`src/rtl/tes_pkg.sv`:
```
// Shared types and byte codes for the terminal escape stripper.
// No dependencies; every other file but tes_stream_if imports this package.
package tes_pkg;

    // Byte codes the parser reacts to
    localparam logic [7:0] BYTE_ESC  = 8'h1b;
    localparam logic [7:0] BYTE_DEL  = 8'h7f;
    localparam logic [7:0] BYTE_SP   = 8'h20;
    localparam logic [7:0] BYTE_BEL  = 8'h07;
    localparam logic [7:0] BYTE_LF   = 8'h0a;
    localparam logic [7:0] BYTE_TAB  = 8'h09;
    localparam logic [7:0] BYTE_LBRK = 8'h5b;
    localparam logic [7:0] BYTE_RBRK = 8'h5d;
    localparam logic [7:0] BYTE_BSL  = 8'h5c;
    localparam logic [7:0] BYTE_LPAR = 8'h28;
    localparam logic [7:0] BYTE_RPAR = 8'h29;
    localparam logic [7:0] BYTE_HASH = 8'h23;

    // Parser modes
    typedef enum logic [2:0] {
        MODE_NORMAL  = 3'd0,
        MODE_ESC     = 3'd1,
        MODE_CSI     = 3'd2,
        MODE_OSC     = 3'd3,
        MODE_OSC_ESC = 3'd4,
        MODE_SKIP1   = 3'd5
    } mode_t;

    // One raw item
    typedef struct packed {
        logic [7:0] data_byte;
        logic       end_of_text;
    } item_t;

    // One classified item
    typedef struct packed {
        logic [7:0] out_byte;
        logic       keep;
        logic       end_flag;
    } result_t;

endpackage

```
`src/rtl/tes_stream_if.sv`:
```
// Valid/ready channel interfaces for raw and classified items.
// Depends on nothing; payload fields follow tes_pkg item_t and result_t.
interface tes_in_if;
    logic       valid;
    logic       ready;
    logic [7:0] data_byte;
    logic       end_of_text;

    modport source (output valid, output data_byte, output end_of_text, input ready);
    modport sink   (input valid, input data_byte, input end_of_text, output ready);
endinterface

interface tes_out_if;
    logic       valid;
    logic       ready;
    logic [7:0] out_byte;
    logic       keep;
    logic       end_flag;

    modport source (output valid, output out_byte, output keep, output end_flag, input ready);
    modport sink   (input valid, input out_byte, input keep, input end_flag, output ready);
endinterface

```
`src/rtl/tes_in_stage.sv`:
```
// Input register of the stripper: holds one raw item until it advances.
// Depends on tes_pkg and tes_stream_if.
module tes_in_stage
    import tes_pkg::*;
(
    input  logic         clk,
    input  logic         rst_n,
    tes_in_if.sink       raw,
    input  logic         advance,
    output logic         valid,
    output item_t        item
);

    logic  valid_reg;
    logic  valid_next;
    item_t item_reg;

    // Accept when empty or when the held item moves on this cycle
    assign raw.ready = !valid_reg || advance;

    always_comb
    begin
        valid_next = valid_reg;
        if (raw.valid && raw.ready)
        begin
            valid_next = 1'b1;
        end
        else if (advance)
        begin
            valid_next = 1'b0;
        end
    end

    always_ff @(posedge clk or negedge rst_n)
    begin
        if (!rst_n)
        begin
            valid_reg <= 1'b0;
        end
        else
        begin
            valid_reg <= valid_next;
        end
    end

    // Capture payload on accept
    always_ff @(posedge clk)
    begin
        if (raw.valid && raw.ready)
        begin
            item_reg.data_byte   <= raw.data_byte;
            item_reg.end_of_text <= raw.end_of_text;
        end
    end

    assign valid = valid_reg;
    assign item  = item_reg;

endmodule

```
`src/rtl/tes_classify.sv`:
```
// Escape parser: mode register plus keep decision for the held item.
// Depends on tes_pkg.
module tes_classify
    import tes_pkg::*;
(
    input  logic    clk,
    input  logic    rst_n,
    input  logic    advance,
    input  item_t   item,
    output result_t result
);

    mode_t mode_reg;
    mode_t mode_next;
    mode_t mode_step;
    logic  keep;
    logic  is_letter;
    logic  [7:0] c;

    assign c = item.data_byte;

    function automatic logic normal_keep(input logic [7:0] b);
        logic k;
        k = 1'b1;
        if (b == BYTE_ESC || b == BYTE_DEL)
        begin
            k = 1'b0;
        end
        else if (b < BYTE_SP && b != BYTE_LF && b != BYTE_TAB)
        begin
            k = 1'b0;
        end
        return k;
    endfunction

    function automatic mode_t normal_mode(input logic [7:0] b);
        return (b == BYTE_ESC) ? MODE_ESC : MODE_NORMAL;
    endfunction

    function automatic mode_t osc_mode(input logic [7:0] b);
        mode_t m;
        if (b == BYTE_BEL)
        begin
            m = MODE_NORMAL;
        end
        else if (b == BYTE_ESC)
        begin
            m = MODE_OSC_ESC;
        end
        else
        begin
            m = MODE_OSC;
        end
        return m;
    endfunction

    assign is_letter = c inside {[8'h41:8'h5a], [8'h61:8'h7a]};

    // Next mode from the current byte
    always_comb
    begin
        case (mode_reg)
            MODE_ESC:
            begin
                if (c == BYTE_LBRK)
                begin
                    mode_step = MODE_CSI;
                end
                else if (c == BYTE_RBRK)
                begin
                    mode_step = MODE_OSC;
                end
                else if (c inside {BYTE_LPAR, BYTE_RPAR, BYTE_HASH})
                begin
                    mode_step = MODE_SKIP1;
                end
                else
                begin
                    mode_step = normal_mode(c);
                end
            end
            MODE_CSI:     mode_step = is_letter ? MODE_NORMAL : MODE_CSI;
            MODE_OSC:     mode_step = osc_mode(c);
            MODE_OSC_ESC: mode_step = (c == BYTE_BSL) ? MODE_NORMAL : osc_mode(c);
            MODE_SKIP1:   mode_step = MODE_NORMAL;
            default:      mode_step = normal_mode(c);
        endcase
        mode_next = item.end_of_text ? MODE_NORMAL : mode_step;
    end

    // Keep decision: only normal text, or the byte after a lone ESC
    always_comb
    begin
        case (mode_reg)
            MODE_ESC:
            begin
                if (c inside {BYTE_LBRK, BYTE_RBRK, BYTE_LPAR, BYTE_RPAR, BYTE_HASH})
                begin
                    keep = 1'b0;
                end
                else
                begin
                    keep = normal_keep(c);
                end
            end
            MODE_CSI, MODE_OSC, MODE_OSC_ESC, MODE_SKIP1: keep = 1'b0;
            default:      keep = normal_keep(c);
        endcase
    end

    // Advance the mode with each item that moves to the result register
    always_ff @(posedge clk or negedge rst_n)
    begin
        if (!rst_n)
        begin
            mode_reg <= MODE_NORMAL;
        end
        else if (advance)
        begin
            mode_reg <= mode_next;
        end
    end

    assign result.out_byte = c;
    assign result.keep     = keep;
    assign result.end_flag = item.end_of_text;

`ifndef NO_ASSERTIONS
    a_eot_resets_mode: assert property (@(posedge clk) disable iff (!rst_n)
        advance && item.end_of_text |=> mode_reg == MODE_NORMAL)
        else $error("mode not normal after end of text");

    a_keep_only_in_text: assert property (@(posedge clk) disable iff (!rst_n)
        advance && keep |-> (mode_reg == MODE_NORMAL || mode_reg == MODE_ESC))
        else $error("byte kept inside a sequence");

    a_no_kept_esc_del: assert property (@(posedge clk) disable iff (!rst_n)
        advance && keep |-> (c != BYTE_ESC && c != BYTE_DEL))
        else $error("ESC or DEL kept");
`endif

endmodule

```
`src/rtl/tes_out_stage.sv`:
```
// Result register of the stripper: holds one classified item for the sink.
// Depends on tes_pkg and tes_stream_if.
module tes_out_stage
    import tes_pkg::*;
(
    input  logic         clk,
    input  logic         rst_n,
    input  logic         load_valid,
    input  result_t      result,
    output logic         load_ready,
    tes_out_if.source    clean
);

    logic    valid_reg;
    logic    valid_next;
    result_t result_reg;

    // Load when empty or when the held item leaves this cycle
    assign load_ready = !valid_reg || clean.ready;

    always_comb
    begin
        valid_next = valid_reg;
        if (load_valid && load_ready)
        begin
            valid_next = 1'b1;
        end
        else if (clean.ready)
        begin
            valid_next = 1'b0;
        end
    end

    always_ff @(posedge clk or negedge rst_n)
    begin
        if (!rst_n)
        begin
            valid_reg <= 1'b0;
        end
        else
        begin
            valid_reg <= valid_next;
        end
    end

    always_ff @(posedge clk)
    begin
        if (load_valid && load_ready)
        begin
            result_reg <= result;
        end
    end

    assign clean.valid    = valid_reg;
    assign clean.out_byte = result_reg.out_byte;
    assign clean.keep     = result_reg.keep;
    assign clean.end_flag = result_reg.end_flag;

endmodule

```
`src/rtl/terminal_escape_stripper_unit.sv`:
```
// Top level of the terminal escape stripper: input register, parser, result register.
// Depends on tes_pkg, tes_stream_if, tes_in_stage, tes_classify, tes_out_stage.
//
//   channel  dir  payload                        handshake
//   raw      in   data_byte[7:0], end_of_text    valid/ready
//   clean    out  out_byte[7:0], keep, end_flag  valid/ready
//
// One item per cycle sustained while the sink is ready; an accepted item passes
// through the input register, then the result register, from which it can leave.
// The parser's mode register advances as an item moves into the result register.
// rst_n clears both valid bits and returns the parser to normal text.
// A stalled sink fills the result register, then the input register.
module terminal_escape_stripper_unit
    import tes_pkg::*;
(
    input  logic      clk,
    input  logic      rst_n,
    tes_in_if.sink    raw,
    tes_out_if.source clean
);

    logic    held_valid;
    item_t   held_item;
    logic    load_ready;
    logic    advance;
    result_t result;

    // Move the held item on when the result register can take it
    assign advance = held_valid && load_ready;

    tes_in_stage u_in_stage (
        .clk     (clk),
        .rst_n   (rst_n),
        .raw     (raw),
        .advance (advance),
        .valid   (held_valid),
        .item    (held_item)
    );

    tes_classify u_classify (
        .clk     (clk),
        .rst_n   (rst_n),
        .advance (advance),
        .item    (held_item),
        .result  (result)
    );

    tes_out_stage u_out_stage (
        .clk        (clk),
        .rst_n      (rst_n),
        .load_valid (held_valid),
        .result     (result),
        .load_ready (load_ready),
        .clean      (clean)
    );

endmodule
```
`src/flat_wrapper.sv`:
```
// flat-port wrapper written by rule: the top's interface ports become plain ports
module terminal_escape_stripper_unit_flat import tes_pkg::*;
  (clk, rst_n, raw_valid, raw_data_byte, raw_end_of_text, raw_ready, clean_valid, clean_out_byte, clean_keep, clean_end_flag, clean_ready);
  tes_in_if raw_i ();
  tes_out_if clean_i ();
  input  logic clk;
  input  logic rst_n;
  input wire logic [$bits(raw_i.valid)-1:0] raw_valid;
  input wire logic [$bits(raw_i.data_byte)-1:0] raw_data_byte;
  input wire logic [$bits(raw_i.end_of_text)-1:0] raw_end_of_text;
  output wire logic [$bits(raw_i.ready)-1:0] raw_ready;
  output wire logic [$bits(clean_i.valid)-1:0] clean_valid;
  output wire logic [$bits(clean_i.out_byte)-1:0] clean_out_byte;
  output wire logic [$bits(clean_i.keep)-1:0] clean_keep;
  output wire logic [$bits(clean_i.end_flag)-1:0] clean_end_flag;
  input wire logic [$bits(clean_i.ready)-1:0] clean_ready;
  assign raw_i.valid = raw_valid;
  assign raw_i.data_byte = raw_data_byte;
  assign raw_i.end_of_text = raw_end_of_text;
  assign raw_ready = raw_i.ready;
  assign clean_valid = clean_i.valid;
  assign clean_out_byte = clean_i.out_byte;
  assign clean_keep = clean_i.keep;
  assign clean_end_flag = clean_i.end_flag;
  assign clean_i.ready = clean_ready;
  terminal_escape_stripper_unit u_core (.clk(clk), .rst_n(rst_n), .raw(raw_i), .clean(clean_i));
endmodule
```
`config.mk`:
```
export PLATFORM = sky130hd
export DESIGN_NAME = terminal_escape_stripper_unit_flat
export DESIGN_NICKNAME = d
export VERILOG_FILES = /design/src/rtl/tes_pkg.sv /design/src/rtl/tes_stream_if.sv /design/src/rtl/tes_in_stage.sv /design/src/rtl/tes_classify.sv /design/src/rtl/tes_out_stage.sv /design/src/rtl/terminal_escape_stripper_unit.sv /design/src/flat_wrapper.sv
export SDC_FILE = /design/constraint.sdc
export NUM_CORES = 1
export LEC_CHECK = 0
export BUFFER_PORTS_ARGS = -buffer_cell sky130_fd_sc_hd__buf_2
export CORE_UTILIZATION = 56
export DETAILED_ROUTE_END_ITERATION = 16
export GPL_TIMING_DRIVEN = 0
export MAX_ROUTING_LAYER = met4
export PLACE_DENSITY = 0.92
export SYNTH_ARGS = -nofsm -noshare
export SYNTH_HDL_FRONTEND = slang
export SYNTH_SLANG_ARGS = --single-unit
```
`constraint.sdc`:
```
create_clock -name clk -period 3.5 [get_ports clk]
set_clock_uncertainty 0.2 [all_clocks]
set_input_delay 0.175 -clock clk [delete_from_list [all_inputs] [get_ports clk]]
set_output_delay 0.175 -clock clk [all_outputs]
set_load 0.03 [all_outputs]
```
==> results.cfg, run 1 <==
[clock_network]
htreeDepth = 1
cts_resized = 0
cts_tree = built
cts.sinks = 24
cts_root_buf = clkbuf_4
cts_setup_buffers = 0
cts_hold_buf = 14
path_clk_slew_ns = 0.13
clk_latency_ns = 0.31
cts-buffers-inserted = 3
clockBufferDepth = 2

[sta]
final.min_clock_period_ns = 1.95
hold_violations = 0
setup_tns_ns = 0
setup_viol = 0
fin_crit_sh_pct = 55.8
fmax_mhz = 512
relSlewSlack_pct = 73.4
worst_slew_pin_slew_ns = 0.400
finalMaxSlewViolations = 0
rsz0062_at_grt = false

[worst_setup_path]
critPathKind = input pin to register
crit_end = u_core.u_classify.mode_reg[1]
regToRegEndpoint = u_core.u_classify.mode_reg[1]
crit_path_top_delay_cell = dlygate4sd3_1
critical_path.max_stage_delay_ns = 0.53
start_kind = input pin
required_ns = 3.49
path_common_cell = nand2_1
crit_path_end_kind = register
rr_worst_depth = 6
crit_fanout = 11
cp-startpoint = clean_ready
worst-r2r-setup-slack_ns = 1.64
crit_path_cell_trace = dlygate4sd3_1 -> buf_2 -> nand2b_1 -> nand2_1 -> inv_1 -> nand2_1 -> o22ai_1 -> a21oi_1
worstReg2RegStart = u_core.u_out_stage.clean.valid
cp.arrival_ns = 1.95

[die]
initial_utilization_pct = 59.3
io_pins = 25
core-area_um2 = 1940
fp.dieW_um = 47.3
rows = 16
die_y_um = 47.3
die-area_um2 = 2240

[synth]
synthTopCellsByCount = edfxtp_1, nand2_1, dfrtp_1, nand2b_1, nor2_1
synth-simple-area-share_pct = 22.8
synth_area_per_cell_um2 = 12.1
synth_top_area_share_pct = 49.6
synth-main-ff-cell = edfxtp_1
synthMuxAreaShare_pct = 1.85
synth_compound_area_share_pct = 9.67
syn_nets = 108
ys_seq_area_share_pct = 60.4
ys_warn_count = 0
yosysTopAreaCell = edfxtp_1
ys_ff_latch = 24
ys_types = 35
synth-xor-area-share_pct = 1.52
async_reset_ff_share_pct = 20.8
synthAdderAreaFrac_pct = 0
synth_area_um2 = 1150
synth_most_common_cell = edfxtp_1
synth-edff-count = 19
netlist_instances = 95
yosys-top-cells-area = edfxtp_1, dfrtp_1, nand2b_1, nand2_1, a31oi_1
synth_top_family_by_area = simple AND/OR/NAND/NOR gates

[global_route]
grt_pass1_vias = 801
grt_pass1_wl_mm = 3.38
antenna_found_initial = 0
grt_max_degree = 15
grt_overflow = 0
grt_usage_pct = 23.3

[placement]
place_area_um2 = 1310
place.gp.congestion = 0.822
hpwlAfterDp_mm = 1.47
io_buffers = 24

[power_and_ir_drop]
p_leak_nw = 0.604
total_power_mw = 0.632
power.density_nw_per_um2 = 422
peakVddDrop_uv = 324

[detailed_routing]
wirelength_mm = 2.24
ant_nets = 0
avgRoutedWirePerCell_um = 13.6
first_iter_violations = 37
dr.pass1.iters = 4
drc = 0
vias = 917
via_per_inst = 5.59

[final_layout]
stdcell_area_um2 = 1500
layout-drive-gt1-share_pct = 26.3
largest_reg_flops = 9
diodes = 0
area_growth_pct = 30.1
final_nets = 151

[hold_path]
hold_path_class = register to register

[run]
maxCapViolations = 0

[status]
status = finished, final reports clean
metal layers:
metal	part of all wire, %	global-route usage, %	wire (µm)
met4	3.3	12.6	74
met3	6.2	4.62	139
met1	41	28.6	924
met2	49	35.9	1100
met5	0	-	0
layout make-up:
cell class | instances | area [µm²]
multi-input cells | 63 | 413
clock buffers | 3 | 22.5
plain buffers | 6 | 35.0
fillers | 129 | 444
repair buffers | 38 | 260
flip-flops and latches | 24 | 696
well taps | 27 | 33.8
inverters | 2 | 7.51
clock inverters | 1 | 30.0
worst min-delay path by stage:
stage | start | to | slack, ns | cells past startpoint
after floorplan | rst_n | u_core.u_classify.mode_reg[0] | -0.32 | 0
after global placement | rst_n | u_core.u_classify.mode_reg[2] | -0.21 | 1
after detailed placement | rst_n | u_core.u_classify.mode_reg[2] | -0.20 | 1
after CTS | u_core.u_in_stage.item[1] | u_core.u_out_stage.clean.out_byte[0] | 0.27 | 0
after global routing | u_core.u_in_stage.item[1] | u_core.u_out_stage.clean.out_byte[0] | 0.27 | 0
final | u_core.u_in_stage.item[1] | u_core.u_out_stage.clean.out_byte[0] | 0.27 | 0
worst max-delay path, delay by kind of cell:
kind	cells	cell delay, ns
compound gates	2	0.41
simple gates	3	0.38
buf+inv	3	0.98
cell usage in the layout, fill, tap and decap left out, types with 2 or more instances in the layout:
master and instances:
clkbuf_4 3, a22o_1 2, edfxtp_1 19, nor4_1 4
a31oi_1 4, nand2b_1 5, and2_1 2, dlygate4sd3_1 14
buf_2 24, nor2_1 5, clkbuf_1 2, buf_4 3
nor2b_1 3, dfrtp_1 5, a21oi_1 4, nor3_1 4
o22ai_1 2, nand2_1 8, nand3_1 2, nand3b_1 2
inv_1 2
cell families after synthesis:
| logic type | after synthesis |
|---|---|
| muxes | 2 |
| DFF | 24 |
| and+or+nand+nor | 42 |
| xor gates and xnor gates | 2 |
| AOI/OAI and AO/OA | 17 |
| buffers and inverters | 8 |
power breakdown:
group	total (mW)	internal, mW	switching [mW]
sequential	0.338	0.329	0.00889
clock	0.197	0.116	0.0817
combinational	0.0960	0.0374	0.0586
total	0.632	0.482	0.149
per-stage QoR:
| step | utilization [%] | setup WS [ns] | hold WS (ns) | instances |
|---|---|---|---|---|
| after floorplan | - | 1.76 | -0.321 | 95 |
| after global placement | 67.2 | 1.70 | -0.210 | 146 |
| after detailed placement | 67.2 | 1.69 | -0.202 | 146 |
| after CTS | 77.1 | 1.56 | 0.268 | 164 |
| after global routing | 77.1 | 1.34 | 0.275 | 164 |
| final | 77.1 | 1.55 | 0.267 | 164 |
(Power assumes the default switching activity.)
==> run 2: changes to the inputs <==
- CORE_UTILIZATION: 56 -> 52
- PLACE_DENSITY: 0.92 -> 0.87
- clock period: 3.5 -> 1.9 ns (I/O delays scaled with it)
==> run 2 against run 1 <==
  * Global-route usage fell by 2.9 points
  * Utilization shrank 1.6 points
  * Wire length up 7.8%
  * Sequential share of layout area decreased by 0.91 points
  * Final area up 2.0%
  * Count of clock-buffer cells in the layout increased by 1
  * Register-to-register slack worse by 1.6 ns
  * Non-clock buffer count grew 4
  * Largest power group unchanged
==> results.cfg, run 2 (synthesis gave the netlist of run 1 again) <==
[sta]
fin_crit_sh_pct = 96.0
relSlewSlack_pct = 73.2
setup_viol = 0
worst_slew_pin_slew_ns = 0.402
setup_tns_ns = 0
hold_ws_ns = 0.275
finalMaxSlewViolations = 0
fmax_mhz = 548
hold_violations = 0
final.min_clock_period_ns = 1.82

[die]
die-area_um2 = 2410
die_y_um = 49.1
io_pins = 25
fp.dieW_um = 49.1
initial_utilization_pct = 56.9
rows = 16
core-area_um2 = 2020

[worst_setup_path]
crit_fanout = 9
crit_path_end_kind = register
start_kind = register
critPathKind = register to register
path_common_cell = a22o_1
critical_path.max_stage_delay_ns = 0.42
cp.arrival_ns = 1.83
crit_path_cell_trace = buf_4 -> xnor2_1 -> nor4_4 -> nor2_1 -> a22o_1 -> a22o_1
crit_path_top_delay_cell = edfxtp_1
required_ns = 1.91

[final_layout]
layout_commonest_cell = buf_2
post-route-util_pct = 75.6
diodes = 0
final_nets = 155
largest_reg_flops = 9
n_fill_cell = 142
fin_cells = 168
mostFrequentLayoutCells = buf_2, edfxtp_1, dlygate4sd3_1
multi_input_area_um2 = 428
layout-drive-gt1-share_pct = 31.9
area_growth_pct = 32.7
regArea_um2 = 696

[clock_network]
clk_latency_ns = 0.32
path_clk_slew_ns = 0.13
cts_tree = built
clockBufferDepth = 2
cts_root_buf = clkbuf_4
htreeDepth = 1
cts-buffers-inserted = 3
cts.sinks = 24

[detailed_routing]
vias = 939
dr.pass1.iters = 4
drc = 0
ant_nets = 0
wirelength_mm = 2.41
avgRoutedWirePerCell_um = 14.4
first_iter_violations = 27
via_per_inst = 5.59

[power_and_ir_drop]
switching_share_pct = 26.8
power.density_nw_per_um2 = 688
seqPwrFrac_pct = 59.8
p_leak_nw = 0.614
p_switching_mw = 0.282
internal_power_mw = 0.770
p_clk_share_pct = 21.9
comb_power_share_pct = 18.3
peakVddDrop_uv = 615

[placement]
place_inst = 146
io_buffers = 24
hpwlAfterDp_mm = 1.57
place.gp.congestion = 0.797

[status]
status = finished, final reports clean

[global_route]
grt_pass1_wl_mm = 3.55
grt_overflow = 0
grt_max_degree = 14
grt_usage_pct = 20.3
antenna_found_initial = 0
grt_pass1_vias = 828

[run]
maxCapViolations = 0

[hold_path]
hold_path_class = input pin to register
[run 2: cell types whose count changed in the layout (fill, tap and decap cells not counted), sizes merged]
cell and delta:
clkbuf -1, inv -1, buf +6, clkinvlp +1, bufinv -1
[run 2: metrics by stage]
step,area (µm²),total power [mW],setup slack [ns]
6_report,1530,1.05,0.0753
5_1_grt,1530,1.10,-0.00177
4_1_cts,1470,1.04,0.0172
3_5_place_dp,1310,0.788,0.0346
3_3_place_gp,1310,0.782,0.0877
2_1_floorplan,1150,0.739,0.165
[run 2: worst max-delay path: cells and delay by family, from the launching register on]
family / cells / cell delay [ns]
buf+inv: 1 / 0.19
flops: 1 / 0.42
simple gates: 2 / 0.33
xor+xnor: 1 / 0.16
compound gates: 2 / 0.42
[run 2: final cells by class]
type | count | area share, %
Sequential cell | 24 | 45.5
Multi-Input combinational cell | 63 | 28.0
Timing Repair Buffer | 44 | 20.0
Tap cell | 27 | 2.21
Buffer | 4 | 1.80
Clock buffer | 4 | 1.72
Inverter | 2 | 0.737
[run 2: what timing repair did]
action / 4_1_cts / 5_1_grt
hold buffers: 14 / 0
gates resized for setup: 0 / 4
endpoints found under the setup margin: 0 / 4
endpoints found under the hold margin: 16 / 0
setup buffers: 0 / 6
[run 2: metal layers]
layer | wire, µm | global-route usage [%] | part of all wire, % | up-vias
met3 | 129 | 2.80 | 5.4 | 2
met4 | 16 | 4.90 | 0.66 | 0
met1 | 981 | 24.8 | 41 | 440
met2 | 1280 | 35.6 | 53 | 48
met5 | 0 | - | 0 | -
li1 | - | - | - | 449
[run 2: power by group through the flow]
stage / logic [mW] / registers, mW / clock network, mW
after floorplan: 0.0734 / 0.666 / 0
after global placement: 0.150 / 0.633 / 0
after detailed placement: 0.152 / 0.636 / 0
after CTS: 0.175 / 0.625 / 0.239
after global routing: 0.206 / 0.632 / 0.258
final: 0.192 / 0.629 / 0.230
[run 2: final timing paths]
check	from	end	slack, ns	cells past startpoint
max reg2reg	u_core.u_in_stage.item[3]	u_core.u_classify.mode_reg[2]	0.08	6
max in group asynchronous	rst_n	u_core.u_classify.mode_reg[2]	0.82	3
min reg2reg	u_core.u_in_stage.item[4]	u_core.u_out_stage.clean.out_byte[3]	0.28	0
min	raw_data_byte[3]	u_core.u_in_stage.item[4]	0.27	2
min in group asynchronous	rst_n	u_core.u_out_stage.clean.valid	0.49	3
max	u_core.u_in_stage.item[3]	u_core.u_classify.mode_reg[2]	0.08	6
==> run 3: changes to the inputs <==
- CORE_UTILIZATION: 52 -> 55
- CTS_BUF_LIST: not set -> sky130_fd_sc_hd__clkbuf_4 sky130_fd_sc_hd__clkbuf_8
- PLACE_DENSITY: 0.87 -> 0.91
==> run 3 against run 2 <==
  * Utilization grew 1.9 points
  * Via count grew 2.2%
  * Die area shrank 5.2%
  * First-iteration DRC count grew 67%
  * Hold slack lost 0.013 ns
  * Register-to-register slack lost 0.07 ns
  * Sequential share of layout area grew 0.26 points
==> results.cfg, run 3 (synthesis gave the netlist of run 1 again) <==
[status]
status = finished, final reports clean

[detailed_routing]
avgRoutedWirePerCell_um = 15.0
via_per_inst = 5.71
dr.pass1.iters = 6
ant_nets = 0
wirelength_mm = 2.53
drc = 0
first_iter_violations = 45
vias = 960

[final_layout]
area_growth_pct = 32.0
stdcell_area_um2 = 1520
layout_commonest_cell = buf_2
diodes = 0
mostFrequentLayoutCells = buf_2, edfxtp_1, dlygate4sd3_1
fin_cells = 168
final_nets = 155
regArea_um2 = 696
layout-drive-gt1-share_pct = 30.5
post-route-util_pct = 77.4
largest_reg_flops = 9
multi_input_area_um2 = 419
n_fill_cell = 125

[power_and_ir_drop]
comb_power_share_pct = 18.4
p_switching_mw = 0.278
total_power_mw = 1.06
power.density_nw_per_um2 = 698
internal_power_mw = 0.782
peakVddDrop_uv = 520
switching_share_pct = 26.2
p_clk_share_pct = 22.7
seqPwrFrac_pct = 58.9
p_leak_nw = 0.612

[placement]
place_area_um2 = 1310
place_inst = 146
io_buffers = 24
hpwlAfterDp_mm = 1.52
post-place-ws_ns = 0.0522
place.gp.congestion = 0.879

[worst_setup_path]
worstReg2RegStart = u_core.u_in_stage.item[8]
critPathKind = register to register
crit_fanout = 8
cp.arrival_ns = 1.90
crit_path_end_kind = register
start_kind = register
cp-startpoint = u_core.u_in_stage.item[8]
required_ns = 1.90
worst-r2r-setup-slack_ns = 0.007

[sta]
fin_crit_sh_pct = 99.6
setup_viol = 0
hold_violations = 0
setup_tns_ns = 0
finalMaxSlewViolations = 0
rsz0062_at_grt = true
worst_slew_pin_slew_ns = 0.456
fmax_mhz = 528
relSlewSlack_pct = 69.6
hold_ws_ns = 0.262
fin_ws_ns = 0.00681
final.min_clock_period_ns = 1.89

[hold_path]
hold_path_class = register to register
worstHoldStart = u_core.u_in_stage.item[3]

[global_route]
grt_max_degree = 14
antenna_found_initial = 0
grt_overflow = 0
grt_usage_pct = 23.6
grt_pass1_vias = 911
grt_pass1_wl_mm = 3.55

[clock_network]
cts_tree = built
htreeDepth = 1
clk_latency_ns = 0.30
cts-buffers-inserted = 3
cts.sinks = 24
cts_root_buf = clkbuf_4
clockBufferDepth = 2
path_clk_slew_ns = 0.13

[die]
io_pins = 25
initial_utilization_pct = 58.7
core-area_um2 = 1960
fp.dieW_um = 47.8
die-area_um2 = 2280
die_y_um = 47.8
rows = 16

[run]
maxCapViolations = 0
run 3: cell types whose count changed in the layout (fill, tap and decap cells not counted), sizes merged:
| cell | change |
|---|---|
| buf | -1 |
| clkbuf | +1 |
run 3: routing by layer:
metal  vias up  share of wire, %  global-route usage, %
li1        448                 -                      -
met1       447                41                   28.2
met2        55                50                   37.6
met3        10               6.9                   4.53
met4         0               2.3                   12.8
met5         -                 0                      -
run 3: power by group through the flow:
stage | sequential [mW] | combinational, mW | clock (mW)
after floorplan | 0.666 | 0.0734 | 0
after global placement | 0.633 | 0.148 | 0
after detailed placement | 0.634 | 0.154 | 0
after CTS | 0.622 | 0.178 | 0.246
after global routing | 0.629 | 0.208 | 0.260
final | 0.624 | 0.195 | 0.241
run 3: area by class of cell:
class	count	share of cell area, %
plain buffers	5	2.06
inverters	2	0.741
multi-input cells	63	27.6
clock buffers	4	1.98
well taps	27	2.22
repair buffers	43	19.6
flip-flops and latches	24	45.8
run 3: path summary, 6_finish.rpt:
| path | endpoint | cells after the start |
|---|---|---|
| max | u_core.u_classify.mode_reg[2] | 5 |
| min | u_core.u_out_stage.clean.out_byte[2] | 0 |
| max reg2reg | u_core.u_classify.mode_reg[2] | 5 |
| min reg2reg | u_core.u_out_stage.clean.out_byte[2] | 0 |
| max in group asynchronous | u_core.u_in_stage.valid | 3 |
| min in group asynchronous | u_core.u_classify.mode_reg[1] | 3 |
run 3: worst max-delay path: stages, from the launching register on:
cell	delay [ns]
edfxtp_1	0.42
clkbuf_1	0.25
nor4_4	0.41
nor2_1	0.08
a22o_1	0.24
a22o_1	0.19
run 3: timing repair:
item | CTS | global route
setup endpoints to repair | 0 | 3
hold endpoints to repair | 16 | 0
gates resized for setup | 0 | 2
hold buffers | 14 | 0
buffers inserted | 0 | 5
